$ cat src/rtl/buddy_page_allocator_core_defines.svh
// Assertion macros used by the buddy page allocator core
`ifndef BUDDY_PAGE_ALLOCATOR_CORE_DEFINES_SVH
`define BUDDY_PAGE_ALLOCATOR_CORE_DEFINES_SVH
`ifndef ASSERT_OFF
`define BPA_ASSERT_IMP(lbl, pre, post, msg) \
    lbl: assert property (@(posedge clk) disable iff (!rst_n) (pre) |-> (post)) else $error(msg);
`define BPA_ASSERT_NEXT(lbl, pre, post, msg) \
    lbl: assert property (@(posedge clk) disable iff (!rst_n) (pre) |=> (post)) else $error(msg);
`else
`define BPA_ASSERT_IMP(lbl, pre, post, msg)
`define BPA_ASSERT_NEXT(lbl, pre, post, msg)
`endif
`endif

$ cat src/rtl/bpa_pkg.sv
// Types and codes shared by the buddy page allocator modules
`default_nettype none
package bpa_pkg;

    localparam int LVL_W = 5;
    typedef logic [LVL_W-1:0] lvl_t;

    localparam logic MODE_ALLOC = 1'b0;
    localparam logic MODE_FREE  = 1'b1;

    localparam logic [1:0] ST_OK      = 2'd0;
    localparam logic [1:0] ST_NOSPACE = 2'd1;
    localparam logic [1:0] ST_BADFREE = 2'd2;

    typedef struct packed {
        logic        mode;
        logic [12:0] page_count;
        logic [11:0] free_page;
    } bpa_in_t;

    typedef struct packed {
        logic [11:0] first_page;
        logic [1:0]  status;
    } bpa_out_t;

    // Request classification handed from the decoder to the tree walker
    typedef struct packed {
        logic       is_free;
        logic       reject;
        logic [1:0] reject_status;
        lvl_t       want_lvl;
    } bpa_req_t;

endpackage
`default_nettype wire

$ cat src/rtl/bpa_req_decode.sv
// Request decoder: size rounding and early rejection
`default_nettype none
module bpa_req_decode
    import bpa_pkg::*;
#(
    parameter int POOL_LEVELS = 12
)
(
    input  wire bpa_in_t req,
    output bpa_req_t     dec
);

    localparam int unsigned POOL = 1 << POOL_LEVELS;

    logic [12:0] count_m1;
    lvl_t        want_lvl;

    // Bit length of count-1 is the log2 of the rounded-up size
    always_comb
    begin
        count_m1 = (req.page_count == 13'd0) ? 13'd0 : req.page_count - 13'd1;
        want_lvl = '0;
        for (int i = 0; i < 13; i++)
        begin
            if (count_m1[i])
            begin
                want_lvl = LVL_W'(i + 1);
            end
        end
    end

    always_comb
    begin
        dec.is_free       = (req.mode == MODE_FREE);
        dec.want_lvl      = want_lvl;
        dec.reject        = 1'b0;
        dec.reject_status = ST_OK;
        if (req.mode == MODE_ALLOC)
        begin
            if (want_lvl > LVL_W'(POOL_LEVELS))
            begin
                dec.reject        = 1'b1;
                dec.reject_status = ST_NOSPACE;
            end
        end
        else
        begin
            if (32'(req.free_page) >= POOL)
            begin
                dec.reject        = 1'b1;
                dec.reject_status = ST_BADFREE;
            end
        end
    end

endmodule
`default_nettype wire

$ cat config.mk
export PLATFORM = sky130hd
export DESIGN_NAME = bpa_req_decode
export DESIGN_NICKNAME = d
export VERILOG_FILES = /design/src/rtl/buddy_page_allocator_core_defines.svh /design/src/rtl/bpa_pkg.sv /design/src/rtl/bpa_req_decode.sv
export SDC_FILE = /design/constraint.sdc
export NUM_CORES = 1
export LEC_CHECK = 0
export BUFFER_PORTS_ARGS = -buffer_cell sky130_fd_sc_hd__buf_2
export CORE_MARGIN = 2
export CORE_UTILIZATION = 43
export DETAILED_ROUTE_END_ITERATION = 10
export PLACE_DENSITY = 0.76
export SLEW_MARGIN = 20
export SYNTH_ARGS = -nofsm -noshare
export SYNTH_HDL_FRONTEND = slang
export SYNTH_SLANG_ARGS = --single-unit
$ cat constraint.sdc
create_clock -name vclk -period 4.34
set_input_delay 0.217 -clock vclk [all_inputs]
set_output_delay 0.217 -clock vclk [all_outputs]
set_load 0.03 [all_outputs]
# Word level (Yosys, flattened, before mapping)
# Index checks and enable logic that the tools add are counted.
# totals
ff_bits	0
in_bits	26
out_inout_bits	9
# classes
n_addsub	1
magnitude_cmp	1
mux	16
reduce_logical	1
# op_table
cell	count
5-bit 2-to-1 mux	11
13-bit logical NOT	1
13-bit 2-to-1 mux	1
13-bit by 1-bit subtractor with 13-bit output (second input constant)	1
3-bit 2-to-1 mux	2
5-bit by 4-bit greater-than comparator with 1-bit output (second input constant)	1
2-bit 2-to-1 mux	1
1-bit 2-to-1 mux	1

# Longest topological paths before layout
# logic_depth
ltp_word	18
ltp_mapped	10
depth_no_buf	8

# Least setup slack after synthesis
# OpenSTA, ideal clock, no wires.
# synth_timing
path_type	input port to output port
start	input req[12] in the netlist's numbering
end	output dec[2] in the netlist's numbering
t_arrival_ns	2.274
slack_ns	1.849
path_stages	9
path_buffers	2
cell_sequence	inv_1 ha_1 buf_2 or4b_4 buf_6 nor4_4 a31oi_1 o31a_1 o31ai_2
# synth_rtl
element	line_no	rtl
from (decl)	bpa_req_decode.sv:9	input wire bpa_in_t req,
to (decl)	bpa_req_decode.sv:10	output bpa_req_t dec

==> impl_metrics.py <==
metrics = {
    "layout": {
        "nClkBuffers": 0,
        "seqCellArea_um2": 0,
        "final_common_cell": "buf_2",
        "drive_above_1_share_pct": 22.6,
        "antenna_cells": 0,
        "layout_common_cells": "buf_2, nor2_1, o21ai_0, a21oi_1",
        "fin_nets": 154,
        "utilization_pct": 49.1,
        "fin_area_um2": 748,
        "flops_and_latches": 0,
        "syn_to_final_growth_pct": 6.03,
    },
    "timing": {
        "hold_viol": 0,
        "rsz0062_at_grt": "no",
        "totalNegativeSetupSlack_ps": 0,
        "finalSetupViolCount": 0,
        "max_slew_margin_pct": 57.3,
        "post-route-period-util_pct": 65.9,
        "setup_ws_ps": 1480,
        "worst_slew_pin_slew_ps": 631,
        "drv_slew": 0,
        "fmax_mhz": 350,
        "fin_crit_ps": 2860,
    },
    "worst_setup_path": {
        "cp.required_ps": 4120,
        "path_common_cell": "buf_2",
        "critPathArrivalTime_ps": 2640,
        "cp_cell_sequence": "buf_2 > inv_1 > ha_1 > or4b_4 > nor4_2 > o22ai_1 > a221oi_1 > o21ai_1 > a2bb2oi_1 > buf_2",
        "cp_num_buf_inv": 3,
        "end_kind": "primary output",
        "slowest_stage": "or4b_4",
        "startpoint_type": "input pin",
        "worstPathMaxFanout": 11,
        "crit_type": "in2out",
        "crit_family": "simple AND/OR/NAND/NOR gates",
        "max_stage_delay_ps": 600,
    },
    "floorplan": {
        "die_h_um": 44.5,
        "io_pins": 35,
        "initial_core_util_pct": 46.3,
        "die_area_um2": 1980,
        "fp.coreArea_um2": 1520,
        "row_count": 14,
        "die_w_um": 44.5,
    },
    "placed_design": {
        "hpwlAfterDp_um": 1430,
        "placed_area_um2": 748,
        "port_buffers": 21,
        "routabilityCongestion": 0.866,
        "post-place-ws_ps": 1520,
    },
    "grt": {
        "grt_max_degree": 12,
        "use_met1_pct": 28.9,
        "grt_antenna_before_repair": 0,
        "grtUsageTotal_pct": 19.0,
        "overflow": 0,
        "grt_pass1_vias": 663,
        "grt_pass1_wl_um": 2990,
        "grt_use_met3_pct": 0,
        "grt_use_met2_pct": 31.6,
        "gr-max-usage-layer": "met2",
    },
    "routing": {
        "ant_nets": 0,
        "num_vias": 848,
        "first_pass_iters": 4,
        "routed_via_density": 6.06,
        "first_iter_violations": 38,
        "wl_per_cell_um": 12.9,
        "routed_wl_um": 1800,
        "drc": 0,
    },
    "power": {
        "comb_power_share_pct": 100.0,
        "switching_share_pct": 65.9,
        "finalPower_uw": 64.8,
        "p_int_uw": 22.1,
        "power.density_nw_per_um2": 86.6,
        "seqPwrFrac_pct": 0,
        "vdd_drop_max_mv": 0.0345,
        "switchingPower_uw": 42.7,
        "leakage_uw": 0.000269,
        "clkPwrFrac_pct": 0,
    },
    "synth": {
        "yosys.area.top_type": "nor2_1",
        "synth_area_leaders": "nor2_1, a21oi_1, o21ai_0",
        "yosysWarnings": 0,
        "avgSynthCellArea_um2": 6.08,
        "synth_area_um2": 706,
        "ys_types": 43,
        "synth_top_area_share_pct": 9.04,
        "yosysSeqAreaShare_pct": 0,
        "synthCells": 116,
    },
    "run_status": {
        "status": "completed",
    },
    "flow_run": {
        "maxCapViolations": 0,
    },
    "clock_tree": {
        "ctsResizeCount": 0,
        "cts_hold_repair.buffers": 0,
        "post_cts_buffers": 0,
    },
    "worst_hold_path": {
        "worstHoldPathType": "in2out",
    },
}
[final timing paths]
check                from     end  slack, ps  depth (start not counted)
hold / removal    req[25]  dec[8]        700                          2
setup / recovery  req[12]  dec[0]       1480                         10
[routing by layer]
layer | routed length (um) | share of wire [%]
met5 | 0 | 0
met1 | 838 | 46
met2 | 859 | 48
met4 | 0 | 0
met3 | 105 | 5.8
[cells by family after synthesis]
kind of cell	count (synthesis)	share of synthesized area (%)
buffers and inverters	21	16.0
xor gates and xnor gates	1	1.24
other	1	0.531
and+or+nand+nor	50	40.1
AOI/OAI and AO/OA	41	38.7
adders and majority gates	2	3.55
[synthesized netlist by cell type]
library cell	count
o21bai_1	1
a21oi_1	8
nor3b_1	1
o31a_1	2
o31ai_2	1
clkbuf_1	5
a211o_1	1
inv_1	7
o2bb2ai_1	1
nor4_2	1
nor3_1	7
a21o_1	1
and4_1	1
a32oi_1	1
o21ai_1	2
a31oi_1	4
o21a_1	2
or4b_2	1
a211oi_1	2
xnor2_1	1
nor4b_1	1
buf_2	3
ha_1	2
or2_2	1
or4b_4	1
nand2_1	7
nor3_2	1
o22a_1	1
nand2b_1	1
or3_1	3
nor2_1	17
buf_6	2
buf_4	4
nor4_1	3
o22ai_1	2
a311oi_1	1
a221oi_1	1
nand3_1	3
a41oi_1	1
a2bb2oi_1	1
conb_1	1
nor4_4	1
o21ai_0	8
[power groups by stage]
stage,Combinational [uW],Sequential (uW),Clock (uW)
after floorplan,50.7,0,0
final,64.8,0,0
after CTS,64.4,0,0
after global routing,72.1,0,0
after detailed placement,64.2,0,0
after global placement,63.0,0,0
[through the flow]
step | std cells | hold slack [ps]
final | 140 | 703
after global routing | 140 | 715
after CTS | 140 | 704
after detailed placement | 140 | 704
after global placement | 140 | 700
after floorplan | 117 | 556
[cell type report]
cell class,count,area (um^2)
tap,16,20.0
timing repair buffer,21,105
fill,165,776
inverter,7,26.3
multi-input combinational,96,597
No activity file was read; power rests on OpenSTA's default activity.
